### src/krt_pkg.sv
// Shared types and constants for the keyed record table.
// Holds command and outcome codes, field widths and the inter-module structs.
// No dependencies.
`timescale 1ns / 1ps
`default_nettype none

package krt_pkg;

	// default configuration
	localparam int DEF_CAPACITY = 8;
	localparam int DEF_KEY_BITS = 64;

	// fixed field widths
	localparam int KEY_W   = 64;
	localparam int CNT_W   = 16;
	localparam int DELTA_W = 17;
	localparam int STAT_W  = 2;
	localparam int ENTRY_W = 4;
	localparam int CODE_W  = 3;

	// packed stream widths
	localparam int S_TDATA_W = 104;
	localparam int M_TDATA_W = 88;

	typedef enum logic [CODE_W-1:0] {
		CMD_ADD    = 3'd0,
		CMD_DELETE = 3'd1,
		CMD_FIND   = 3'd2,
		CMD_ADJUST = 3'd3,
		CMD_STATUS = 3'd4,
		CMD_LIST   = 3'd5
	} cmd_t;

	typedef enum logic [CODE_W-1:0] {
		OUT_OK      = 3'd0,
		OUT_FULL    = 3'd1,
		OUT_DUP     = 3'd2,
		OUT_MISSING = 3'd3,
		OUT_SHORT   = 3'd4,
		OUT_EMPTY   = 3'd5
	} outcome_t;

	// memory port controls from the sequencer to the store
	typedef struct packed {
		logic rd;
		logic rec_we;
		logic link_we;
	} store_ctl_t;

	// one result transaction
	typedef struct packed {
		outcome_t           outcome;
		logic [KEY_W-1:0]   record_key;
		logic [CNT_W-1:0]   count_level;
		logic [STAT_W-1:0]  record_status;
		logic [ENTRY_W-1:0] entry_count;
		logic               last;
	} result_t;

endpackage

`default_nettype wire

### src/keyed_record_table_with_free_list_unit.sv
// Top level of the keyed record table: stream ports, output register.
// Instantiates krt_ctrl and krt_store; depends on krt_pkg.
`timescale 1ns / 1ps
`default_nettype none

// A pool of CAPACITY records (key, 16-bit count, 2-bit status) kept on a
// linked used list with new records at the head, and free slots on a free
// list. One command is worked at a time. A key search reads the record and
// link memories one list entry per cycle. A list command produces one
// result per cycle while the result side takes them. A result waits in the
// output register while the next command is accepted. No clearing pass
// follows reset.
module keyed_record_table_with_free_list_unit #(
	parameter int CAPACITY = krt_pkg::DEF_CAPACITY,
	parameter int KEY_BITS = krt_pkg::DEF_KEY_BITS
) (
	input  wire logic                            clk,
	input  wire logic                            arst_n,
	// key[63:0], initial_count[79:64], count_change[96:80], status_code[98:97]
	input  wire logic [krt_pkg::S_TDATA_W-1:0]   s_tdata,
	// command[2:0]
	input  wire logic [krt_pkg::CODE_W-1:0]      s_tuser,
	input  wire logic                            s_tvalid,
	output logic                                 s_tready,
	// record_key[63:0], count_level[79:64], record_status[81:80], entry_count[85:82]
	output logic      [krt_pkg::M_TDATA_W-1:0]   m_tdata,
	// outcome[2:0]
	output logic      [krt_pkg::CODE_W-1:0]      m_tuser,
	output logic                                 m_tlast,
	output logic                                 m_tvalid,
	input  wire logic                            m_tready
);

	localparam int SW = $clog2(CAPACITY);
	localparam int LW = $clog2(CAPACITY + 1);
	localparam int RW = KEY_BITS + krt_pkg::CNT_W + krt_pkg::STAT_W;

	krt_pkg::store_ctl_t ctl;
	krt_pkg::result_t    res;
	logic                res_valid;
	logic                res_ready;
	logic [SW-1:0]       rd_addr;
	logic [SW-1:0]       rec_waddr;
	logic [RW-1:0]       rec_wdata;
	logic [SW-1:0]       link_waddr;
	logic [LW-1:0]       link_wdata;
	logic [RW-1:0]       rec_rdata;
	logic [LW-1:0]       link_rdata;

	logic                          m_tvalid_q;
	logic [krt_pkg::M_TDATA_W-1:0] m_tdata_q;
	logic [krt_pkg::CODE_W-1:0]    m_tuser_q;
	logic                          m_tlast_q;

	krt_ctrl #(
		.CAPACITY (CAPACITY),
		.KEY_BITS (KEY_BITS)
	) u_ctrl (
		.clk        (clk),
		.arst_n     (arst_n),
		.in_valid   (s_tvalid),
		.in_ready   (s_tready),
		.in_cmd     (s_tuser),
		.in_key     (s_tdata[63:0]),
		.in_init    (s_tdata[79:64]),
		.in_delta   (s_tdata[96:80]),
		.in_status  (s_tdata[98:97]),
		.res_valid  (res_valid),
		.res_ready  (res_ready),
		.res        (res),
		.ctl        (ctl),
		.rd_addr    (rd_addr),
		.rec_waddr  (rec_waddr),
		.rec_wdata  (rec_wdata),
		.link_waddr (link_waddr),
		.link_wdata (link_wdata),
		.rec_rdata  (rec_rdata),
		.link_rdata (link_rdata)
	);

	krt_store #(
		.CAPACITY (CAPACITY),
		.KEY_BITS (KEY_BITS)
	) u_store (
		.clk        (clk),
		.arst_n     (arst_n),
		.ctl        (ctl),
		.rd_addr    (rd_addr),
		.rec_waddr  (rec_waddr),
		.rec_wdata  (rec_wdata),
		.link_waddr (link_waddr),
		.link_wdata (link_wdata),
		.rec_rdata  (rec_rdata),
		.link_rdata (link_rdata)
	);

	// output register: takes a result whenever it is empty or being drained
	assign res_ready = !m_tvalid_q || m_tready;

	always_ff @(posedge clk or negedge arst_n) begin
		if (!arst_n) begin
			m_tvalid_q <= 1'b0;
		end else if (res_ready) begin
			m_tvalid_q <= res_valid;
		end
	end

	always_ff @(posedge clk) begin
		if (res_ready && res_valid) begin
			m_tdata_q <= {2'b00, res.entry_count, res.record_status,
			              res.count_level, res.record_key};
			m_tuser_q <= res.outcome;
			m_tlast_q <= res.last;
		end
	end

	assign m_tvalid = m_tvalid_q;
	assign m_tdata  = m_tdata_q;
	assign m_tuser  = m_tuser_q;
	assign m_tlast  = m_tlast_q;

endmodule

`default_nettype wire

### src/krt_store.sv
// Record memory and link memory of the table, both with registered synchronous read.
// Link entries not yet written read as their reset chain value (slot + 1).
// Depends on krt_pkg.
`timescale 1ns / 1ps
`default_nettype none

module krt_store #(
	parameter int CAPACITY = krt_pkg::DEF_CAPACITY,
	parameter int KEY_BITS = krt_pkg::DEF_KEY_BITS,
	localparam int SW = $clog2(CAPACITY),
	localparam int LW = $clog2(CAPACITY + 1),
	localparam int RW = KEY_BITS + krt_pkg::CNT_W + krt_pkg::STAT_W
) (
	input  wire logic                clk,
	input  wire logic                arst_n,
	input  wire krt_pkg::store_ctl_t ctl,
	input  wire logic [SW-1:0]       rd_addr,
	input  wire logic [SW-1:0]       rec_waddr,
	input  wire logic [RW-1:0]       rec_wdata,
	input  wire logic [SW-1:0]       link_waddr,
	input  wire logic [LW-1:0]       link_wdata,
	output logic      [RW-1:0]       rec_rdata,
	output logic      [LW-1:0]       link_rdata
);

	logic [RW-1:0]       rec_mem_q  [CAPACITY];
	logic [LW-1:0]       link_mem_q [CAPACITY];
	logic [CAPACITY-1:0] link_vld_q;
	logic [RW-1:0]       rec_rdata_q;
	logic [LW-1:0]       link_rdata_q;

	// record memory: key, count, status
	always_ff @(posedge clk) begin
		if (ctl.rec_we) begin
			rec_mem_q[rec_waddr] <= rec_wdata;
		end
		if (ctl.rd) begin
			rec_rdata_q <= rec_mem_q[rd_addr];
		end
	end

	// link memory; unwritten entries return the reset chain
	always_ff @(posedge clk) begin
		if (ctl.link_we) begin
			link_mem_q[link_waddr] <= link_wdata;
		end
		if (ctl.rd) begin
			if (link_vld_q[rd_addr]) begin
				link_rdata_q <= link_mem_q[rd_addr];
			end else begin
				link_rdata_q <= LW'(rd_addr) + LW'(1);
			end
		end
	end

	// per-entry written marks
	always_ff @(posedge clk or negedge arst_n) begin
		if (!arst_n) begin
			link_vld_q <= '0;
		end else if (ctl.link_we) begin
			link_vld_q[link_waddr] <= 1'b1;
		end
	end

	assign rec_rdata  = rec_rdata_q;
	assign link_rdata = link_rdata_q;

endmodule

`default_nettype wire

### src/krt_ctrl.sv
// Command sequencer: walks the used list, updates records and both lists.
// Drives the store ports and presents one result at a time.
// Depends on krt_pkg.
`timescale 1ns / 1ps
`default_nettype none

module krt_ctrl #(
	parameter int CAPACITY = krt_pkg::DEF_CAPACITY,
	parameter int KEY_BITS = krt_pkg::DEF_KEY_BITS,
	localparam int SW = $clog2(CAPACITY),
	localparam int LW = $clog2(CAPACITY + 1),
	localparam int RW = KEY_BITS + krt_pkg::CNT_W + krt_pkg::STAT_W
) (
	input  wire logic                              clk,
	input  wire logic                              arst_n,
	// command transactions
	input  wire logic                              in_valid,
	output logic                                   in_ready,
	input  wire logic [krt_pkg::CODE_W-1:0]        in_cmd,
	input  wire logic [krt_pkg::KEY_W-1:0]         in_key,
	input  wire logic [krt_pkg::CNT_W-1:0]         in_init,
	input  wire logic signed [krt_pkg::DELTA_W-1:0] in_delta,
	input  wire logic [krt_pkg::STAT_W-1:0]        in_status,
	// result transactions
	output logic                                   res_valid,
	input  wire logic                              res_ready,
	output krt_pkg::result_t                       res,
	// store
	output krt_pkg::store_ctl_t                    ctl,
	output logic      [SW-1:0]                     rd_addr,
	output logic      [SW-1:0]                     rec_waddr,
	output logic      [RW-1:0]                     rec_wdata,
	output logic      [SW-1:0]                     link_waddr,
	output logic      [LW-1:0]                     link_wdata,
	input  wire logic [RW-1:0]                     rec_rdata,
	input  wire logic [LW-1:0]                     link_rdata
);

	localparam int CNT_W  = krt_pkg::CNT_W;
	localparam int STAT_W = krt_pkg::STAT_W;
	localparam logic [LW-1:0] NULL_LINK = LW'(CAPACITY);
	localparam logic [LW-1:0] LAST_STEP = LW'(CAPACITY - 1);

	typedef enum logic [2:0] {
		ST_IDLE,
		ST_SCAN,
		ST_HIT,
		ST_ADD_RD,
		ST_ADD_WR,
		ST_DEL,
		ST_LIST,
		ST_EMIT
	} state_t;

	state_t state_q;

	// list heads and fill level
	logic [LW-1:0] used_head_q;
	logic [LW-1:0] free_head_q;
	logic [LW-1:0] held_q;

	// walk position
	logic [LW-1:0] cur_q;
	logic [LW-1:0] prev_q;
	logic [LW-1:0] steps_q;
	logic [LW-1:0] hit_link_q;

	// latched command
	krt_pkg::cmd_t                  cmd_q;
	logic [KEY_BITS-1:0]            key_q;
	logic [CNT_W-1:0]               init_q;
	logic signed [krt_pkg::DELTA_W-1:0] delta_q;
	logic [STAT_W-1:0]              status_q;

	// record found by the search
	logic [KEY_BITS-1:0] rep_key_q;
	logic [CNT_W-1:0]    rep_count_q;
	logic [STAT_W-1:0]   rep_status_q;

	// pending single result
	krt_pkg::outcome_t   res_outcome_q;
	logic [KEY_BITS-1:0] res_key_q;
	logic [CNT_W-1:0]    res_count_q;
	logic [STAT_W-1:0]   res_status_q;

	logic                accept;
	logic                head_ok;
	logic                free_ok;
	logic                prev_ok;
	logic                nxt_ok;
	logic                key_hit;
	logic [KEY_BITS-1:0] rd_key;
	logic [CNT_W-1:0]    rd_count;
	logic [STAT_W-1:0]   rd_status;
	logic [krt_pkg::DELTA_W-1:0] mag;
	logic [CNT_W:0]      sum;
	logic                short_adj;
	logic [CNT_W-1:0]    new_count;

	assign in_ready = (state_q == ST_IDLE);
	assign accept   = in_valid && in_ready;

	assign head_ok = (used_head_q < NULL_LINK);
	assign free_ok = (free_head_q < NULL_LINK);
	assign prev_ok = (prev_q < NULL_LINK);

	// unpack the record read
	assign rd_status = rec_rdata[STAT_W-1:0];
	assign rd_count  = rec_rdata[STAT_W +: CNT_W];
	assign rd_key    = rec_rdata[RW-1 -: KEY_BITS];

	assign key_hit = (rd_key == key_q);
	// next link is a slot and the walk bound is not reached
	assign nxt_ok  = (link_rdata < NULL_LINK) && (steps_q < LAST_STEP);

	// count adjust with refusal below zero and saturation at the top
	assign mag       = ~delta_q + 1'b1;
	assign short_adj = delta_q[krt_pkg::DELTA_W-1] && (mag > {1'b0, rep_count_q});
	assign sum       = {1'b0, rep_count_q} + delta_q[CNT_W:0];
	always_comb begin
		if (delta_q[krt_pkg::DELTA_W-1]) begin
			new_count = rep_count_q - mag[CNT_W-1:0];
		end else if (sum[CNT_W]) begin
			new_count = '1;
		end else begin
			new_count = sum[CNT_W-1:0];
		end
	end

	// store port drive
	always_comb begin
		ctl        = '0;
		rd_addr    = '0;
		rec_waddr  = cur_q[SW-1:0];
		rec_wdata  = {rep_key_q, rep_count_q, rep_status_q};
		link_waddr = cur_q[SW-1:0];
		link_wdata = free_head_q;
		case (state_q)
			ST_IDLE: begin
				if (accept && head_ok) begin
					if ((in_cmd == krt_pkg::CMD_ADD && free_head_q < NULL_LINK)
					    || in_cmd == krt_pkg::CMD_DELETE || in_cmd == krt_pkg::CMD_FIND
					    || in_cmd == krt_pkg::CMD_ADJUST || in_cmd == krt_pkg::CMD_STATUS
					    || in_cmd == krt_pkg::CMD_LIST) begin
						ctl.rd  = 1'b1;
						rd_addr = used_head_q[SW-1:0];
					end
				end
			end
			ST_SCAN: begin
				if (!key_hit && nxt_ok) begin
					ctl.rd  = 1'b1;
					rd_addr = link_rdata[SW-1:0];
				end
			end
			ST_HIT: begin
				case (cmd_q)
					krt_pkg::CMD_DELETE: begin
						ctl.link_we = prev_ok;
						link_waddr  = prev_q[SW-1:0];
						link_wdata  = hit_link_q;
					end
					krt_pkg::CMD_ADJUST: begin
						ctl.rec_we = !short_adj;
						rec_wdata  = {rep_key_q, new_count, rep_status_q};
					end
					krt_pkg::CMD_STATUS: begin
						ctl.rec_we = 1'b1;
						rec_wdata  = {rep_key_q, rep_count_q, status_q};
					end
					default: begin
					end
				endcase
			end
			ST_ADD_RD: begin
				ctl.rd  = 1'b1;
				rd_addr = free_head_q[SW-1:0];
			end
			ST_ADD_WR: begin
				ctl.rec_we  = 1'b1;
				ctl.link_we = 1'b1;
				rec_waddr   = free_head_q[SW-1:0];
				rec_wdata   = {key_q, init_q, status_q};
				link_waddr  = free_head_q[SW-1:0];
				link_wdata  = used_head_q;
			end
			ST_DEL: begin
				ctl.link_we = 1'b1;
				link_waddr  = cur_q[SW-1:0];
				link_wdata  = free_head_q;
			end
			ST_LIST: begin
				if (res_ready && nxt_ok) begin
					ctl.rd  = 1'b1;
					rd_addr = link_rdata[SW-1:0];
				end
			end
			default: begin
			end
		endcase
	end

	// result presentation
	always_comb begin
		res_valid         = (state_q == ST_EMIT) || (state_q == ST_LIST);
		res.entry_count   = krt_pkg::ENTRY_W'(held_q);
		if (state_q == ST_LIST) begin
			res.outcome       = krt_pkg::OUT_OK;
			res.record_key    = krt_pkg::KEY_W'(rd_key);
			res.count_level   = rd_count;
			res.record_status = rd_status;
			res.last          = !nxt_ok;
		end else begin
			res.outcome       = res_outcome_q;
			res.record_key    = krt_pkg::KEY_W'(res_key_q);
			res.count_level   = res_count_q;
			res.record_status = res_status_q;
			res.last          = 1'b1;
		end
	end

	// sequencer
	always_ff @(posedge clk or negedge arst_n) begin
		if (!arst_n) begin
			state_q     <= ST_IDLE;
			used_head_q <= NULL_LINK;
			free_head_q <= '0;
			held_q      <= '0;
		end else begin
			case (state_q)
				ST_IDLE: begin
					if (accept) begin
						cmd_q    <= krt_pkg::cmd_t'(in_cmd);
						key_q    <= in_key[KEY_BITS-1:0];
						init_q   <= in_init;
						delta_q  <= in_delta;
						status_q <= in_status;
						cur_q    <= used_head_q;
						prev_q   <= NULL_LINK;
						steps_q  <= '0;
						res_key_q    <= '0;
						res_count_q  <= '0;
						res_status_q <= '0;
						case (in_cmd)
							krt_pkg::CMD_ADD: begin
								if (!free_ok) begin
									res_outcome_q <= krt_pkg::OUT_FULL;
									state_q       <= ST_EMIT;
								end else if (head_ok) begin
									state_q <= ST_SCAN;
								end else begin
									state_q <= ST_ADD_RD;
								end
							end
							krt_pkg::CMD_DELETE, krt_pkg::CMD_FIND,
							krt_pkg::CMD_ADJUST, krt_pkg::CMD_STATUS: begin
								if (head_ok) begin
									state_q <= ST_SCAN;
								end else begin
									res_outcome_q <= krt_pkg::OUT_MISSING;
									state_q       <= ST_EMIT;
								end
							end
							krt_pkg::CMD_LIST: begin
								if (head_ok) begin
									state_q <= ST_LIST;
								end else begin
									res_outcome_q <= krt_pkg::OUT_EMPTY;
									state_q       <= ST_EMIT;
								end
							end
							default: begin
							end
						endcase
					end
				end
				// one list entry per cycle
				ST_SCAN: begin
					if (key_hit) begin
						hit_link_q   <= link_rdata;
						rep_key_q    <= rd_key;
						rep_count_q  <= rd_count;
						rep_status_q <= rd_status;
						state_q      <= ST_HIT;
					end else if (nxt_ok) begin
						prev_q  <= cur_q;
						cur_q   <= link_rdata;
						steps_q <= steps_q + LW'(1);
					end else if (cmd_q == krt_pkg::CMD_ADD) begin
						state_q <= ST_ADD_RD;
					end else begin
						res_outcome_q <= krt_pkg::OUT_MISSING;
						state_q       <= ST_EMIT;
					end
				end
				// act on the record found
				ST_HIT: begin
					res_outcome_q <= krt_pkg::OUT_OK;
					res_key_q     <= rep_key_q;
					res_count_q   <= rep_count_q;
					res_status_q  <= rep_status_q;
					state_q       <= ST_EMIT;
					case (cmd_q)
						krt_pkg::CMD_ADD: begin
							res_outcome_q <= krt_pkg::OUT_DUP;
						end
						krt_pkg::CMD_DELETE: begin
							if (!prev_ok) begin
								used_head_q <= hit_link_q;
							end
							state_q <= ST_DEL;
						end
						krt_pkg::CMD_ADJUST: begin
							if (short_adj) begin
								res_outcome_q <= krt_pkg::OUT_SHORT;
							end else begin
								res_count_q <= new_count;
							end
						end
						krt_pkg::CMD_STATUS: begin
							res_status_q <= status_q;
						end
						default: begin
						end
					endcase
				end
				ST_ADD_RD: begin
					state_q <= ST_ADD_WR;
				end
				// link the new record at the head
				ST_ADD_WR: begin
					free_head_q   <= link_rdata;
					used_head_q   <= free_head_q;
					held_q        <= held_q + LW'(1);
					res_outcome_q <= krt_pkg::OUT_OK;
					res_key_q     <= key_q;
					res_count_q   <= init_q;
					res_status_q  <= status_q;
					state_q       <= ST_EMIT;
				end
				// return the slot to the free list
				ST_DEL: begin
					free_head_q <= cur_q;
					if (held_q != '0) begin
						held_q <= held_q - LW'(1);
					end
					state_q <= ST_EMIT;
				end
				ST_LIST: begin
					if (res_ready) begin
						if (nxt_ok) begin
							cur_q   <= link_rdata;
							steps_q <= steps_q + LW'(1);
						end else begin
							state_q <= ST_IDLE;
						end
					end
				end
				ST_EMIT: begin
					if (res_ready) begin
						state_q <= ST_IDLE;
					end
				end
				default: begin
					state_q <= ST_IDLE;
				end
			endcase
		end
	end

endmodule

`default_nettype wire

### config.mk
export PLATFORM = sky130hd
export DESIGN_NAME = keyed_record_table_with_free_list_unit
export DESIGN_NICKNAME = d
export VERILOG_FILES = /design/src/krt_pkg.sv /design/src/keyed_record_table_with_free_list_unit.sv /design/src/krt_store.sv /design/src/krt_ctrl.sv
export SDC_FILE = /design/constraint.sdc
export NUM_CORES = 1
export LEC_CHECK = 0
export BUFFER_PORTS_ARGS = -buffer_cell sky130_fd_sc_hd__buf_2
export CORE_MARGIN = 3
export CORE_UTILIZATION = 35
export CTS_CLUSTER_SIZE = 25
export DETAILED_ROUTE_END_ITERATION = 8
export PLACE_DENSITY = 0.49
export SLEW_MARGIN = 20
export SYNTH_ARGS = -nofsm -noshare
export SYNTH_HDL_FRONTEND = slang
export SYNTH_HIERARCHICAL = 1
export SYNTH_SLANG_ARGS = --single-unit
### constraint.sdc
create_clock -name clk -period 9.9 [get_ports clk]
set_input_delay 1.485 -clock clk [delete_from_list [all_inputs] [get_ports clk]]
set_output_delay 1.485 -clock clk [all_outputs]
set_load 0.005 [all_outputs]
==> metrics.cfg <==
[outcome]
outcome = complete, no violations

[clock_tree]
cts_buffer_depth = 3
postCtsResizedCells = 0
cts_setup_buffers = 0
htree_levels = 4
cts_made_buffers = 134
cts-root-buf = clkbuf_16
cts_sinks = 1173
clk_pin_slew_ns = 0.06
cts_tree = built
cts_hold_buf = 0
clock_latency_ns = 0.75

[worst_setup_path]
cp.required_ns = 10.26
crit_fanout = 43
timing.critical_path.mode_cell = or3_1
path_cells = nor3_1 -> nand2b_1 -> or3_1 -> or3_1 -> or3_1 -> xor2_1 -> ha_1 -> nand2_1 -> or3_1 -> or3_1 -> a31oi_1 -> a21oi_2 -> or2_4 -> a21oi_1 -> nand2b_1 -> nor2_4 -> buf_4
critPathSlowestCell = buf_4
cp-start-kind = flop
r2r-start = u_ctrl/delta_q[1]
arrival_ns = 7.23
slowest_delay_ns = 0.83
r2r_end = u_store/rec_mem_q[4][62]
endpoint_kind = flop
r2r_slack_ns = 3.03
worstRegToRegCells = 17
crit_type = flop to flop

[cells_and_area]
diodes = 0
drive_above_1_share_pct = 23.36
layout_commonest_cell = edfxtp_1
fill_cells = 12050
nNetsFinal = 3082
layout_common_cells = 1,149 x edfxtp_1, 310 x nand2_1, 197 x buf_2, 174 x mux4_2, 137 x clkbuf_16
areaGrowthSynthToFinish_pct = 15.54

[logic_synthesis]
seq_area_frac_synth_pct = 73.81
avgSynthCellArea_um2 = 17.86
ys.flop_type = edfxtp_1
synth-edff-count = 1149
synthCells = 2663
synth_cell_types = 74
ys_ff_latch = 1173
ys.warnings.count = 6
syn_area_um2 = 47560
synthArstFlopShare_pct = 2.046

[place]
dp_hpwl_um = 70940
place_ws_ns = 3.006
port_buffers = 197
place.gp.congestion = 0.8439

[worst_hold_path]
holdPathEnd = u_ctrl/rep_count_q[14]
hold_start = u_store/rec_rdata[16]
worstHoldPathCells = 0
hold_path.class = flop to flop

[global_routing]
met2_usage_pct = 29.13
grt_pass1_wl_um = 183800
grt_use_total_pct = 17.90
grt_overflow = 0
grtUsageMet1_pct = 24.93
grt_max_degree = 124
grt_pass1_vias = 26660
top_usage_layer = met2
antenna_found_initial = 3
use_met3_pct = 3.341

[floorplanning]
dieWidth_um = 374.6
core_region_area_um2 = 134100
io_pins = 205
row_count = 134
chipHeight_um = 374.6
die_area_um2 = 140300
start_util_pct = 35.46

[route]
drt_iter0_drc = 2219
vias = 25390
antenna_left = 0
firstDrtPassIters = 7
routedWlPerCell_um = 26.45
drt-total-wl_um = 126800
drcViolationCount = 0
viasPerCell = 5.296

[timing]
fmax_ghz = 0.1455
setup_viol = 0
slew_headroom_pct = 26.66
layout_min_cycle_time_ns = 6.873
grt_setup_unrepaired = false
timing.setup.tns_ns = 0
fin_worst_skew_ns = 0.04941
fin_ws_ns = 3.027
final_hold_viol_count = 0
report.final.slew_viol_count = 0
fin_crit_sh_pct = 69.43
worst_slew_pin_slew_ns = 1.085

[pwr]
p_leak_uw = 0.01860
power.density_nw_per_um2 = 281.3
ir_drop_uv = 152.7

[flow_run]
maxCapViolCount = 0

critical path: cells and delay by family, from the launching register on:
kind                     cells  cell delay [ns]
adder cells (fa/ha/maj)      1             0.44
AND/OR/NAND/NOR             11             3.94
flip-flops                   1             0.47
AO/OA/AOI/OAI                3             0.58
buffers and inverters        1             0.83
XOR/XNOR                     1             0.17
report_power, final:
part	switching (uW)	internal (uW)
clock	2010	2800
sequential	330	6700
combinational	2330	1290
total	4660	10800
synthesized netlist by cell type (all sizes together), types with 12 or more instances:
master | number | area share (%)
nand4 | 15 | 0.20
nor4 | 14 | 0.18
mux4 | 174 | 8.2
nand2b | 22 | 0.31
a22o | 73 | 1.3
nor3 | 14 | 0.15
a21o | 82 | 1.3
buf | 46 | 0.74
o21ai | 60 | 0.63
mux2i | 21 | 0.47
edfxtp | 1149 | 73
xor2 | 49 | 0.90
clkbuf | 68 | 0.54
nor2 | 68 | 0.56
inv | 67 | 0.53
or3 | 12 | 0.17
ha | 52 | 1.4
nand2 | 311 | 2.5
a21oi | 43 | 0.46
and3 | 13 | 0.17
mux2 | 87 | 2.1
dfrtp | 23 | 1.2
a22oi | 15 | 0.24
xnor2 | 54 | 0.99
per-stage QoR:
step	area [um2]	util (%)	total power, uW	hold slack (ns)	instances
after floorplan	47580	-	9364	0.4262	2664
after global placement	50650	37.77	10720	0.4359	4548
after detailed placement	50650	37.77	10800	0.4327	4548
after CTS	54940	40.96	15710	0.4409	4794
after global routing	54950	40.97	16190	0.4508	4794
final	54950	40.97	15460	0.4389	4794
flip-flops by register name, summed over array words and instances (netlist names), 8 cells and up:
name,cells
u_ctrl/res_key_q,64
u_ctrl/init_q,16
u_ctrl/key_q,64
m_tdata,86
u_store/rec_rdata,82
u_ctrl/res_count_q,16
u_ctrl/rep_count_q,16
u_ctrl/delta_q,17
u_store/link_vld_q,8
u_ctrl/rep_key_q,64
u_store/rec_mem_q,656
u_store/link_mem_q,32
layout make-up:
type / count / area (um2) / area share [%]
Sequential cell: 1173 / 35100 / 63.88
Timing Repair Buffer: 230 / 1338 / 2.434
Tap cell: 1768 / 2212 / 4.026
Inverter: 67 / 251.5 / 0.4577
Clock buffer: 173 / 3563 / 6.485
Clock inverter: 73 / 724.4 / 1.318
Multi-Input combinational cell: 1310 / 11760 / 21.40
metal layers:
metal	share of wire (%)	up-vias
li1	-	11000
met3	5.4	159
met4	1.7	0
met2	48	828
met5	0	-
met1	45	13400
worst max path at each step:
stage          slack, ns                       end              start  depth (start not counted)
5_1_grt             2.66  u_store/rec_mem_q[4][58]  u_ctrl/delta_q[1]                         17
6_report            3.03  u_store/rec_mem_q[4][62]  u_ctrl/delta_q[1]                         17
3_3_place_gp        2.96  u_store/rec_mem_q[4][58]  u_ctrl/delta_q[2]                         17
2_1_floorplan       1.82   u_store/rec_mem_q[5][0]  u_ctrl/delta_q[1]                         17
4_1_cts             2.98  u_store/rec_mem_q[4][71]  u_ctrl/delta_q[1]                         17
3_5_place_dp        3.01  u_store/rec_mem_q[4][58]  u_ctrl/delta_q[1]                         17
cell families after synthesis:
| family | synth area share (%) |
|---|---|
| flip-flops | 73.81 |
| other | 0.007885 |
| buffers and inverters | 1.805 |
| AO/OA/AOI/OAI | 5.277 |
| multiplexers | 10.77 |
| XOR/XNOR | 1.897 |
| AND/OR/NAND/NOR | 4.938 |
| adder cells (fa/ha/maj) | 1.494 |
Note: power is estimated with default switching activity, not from simulation.
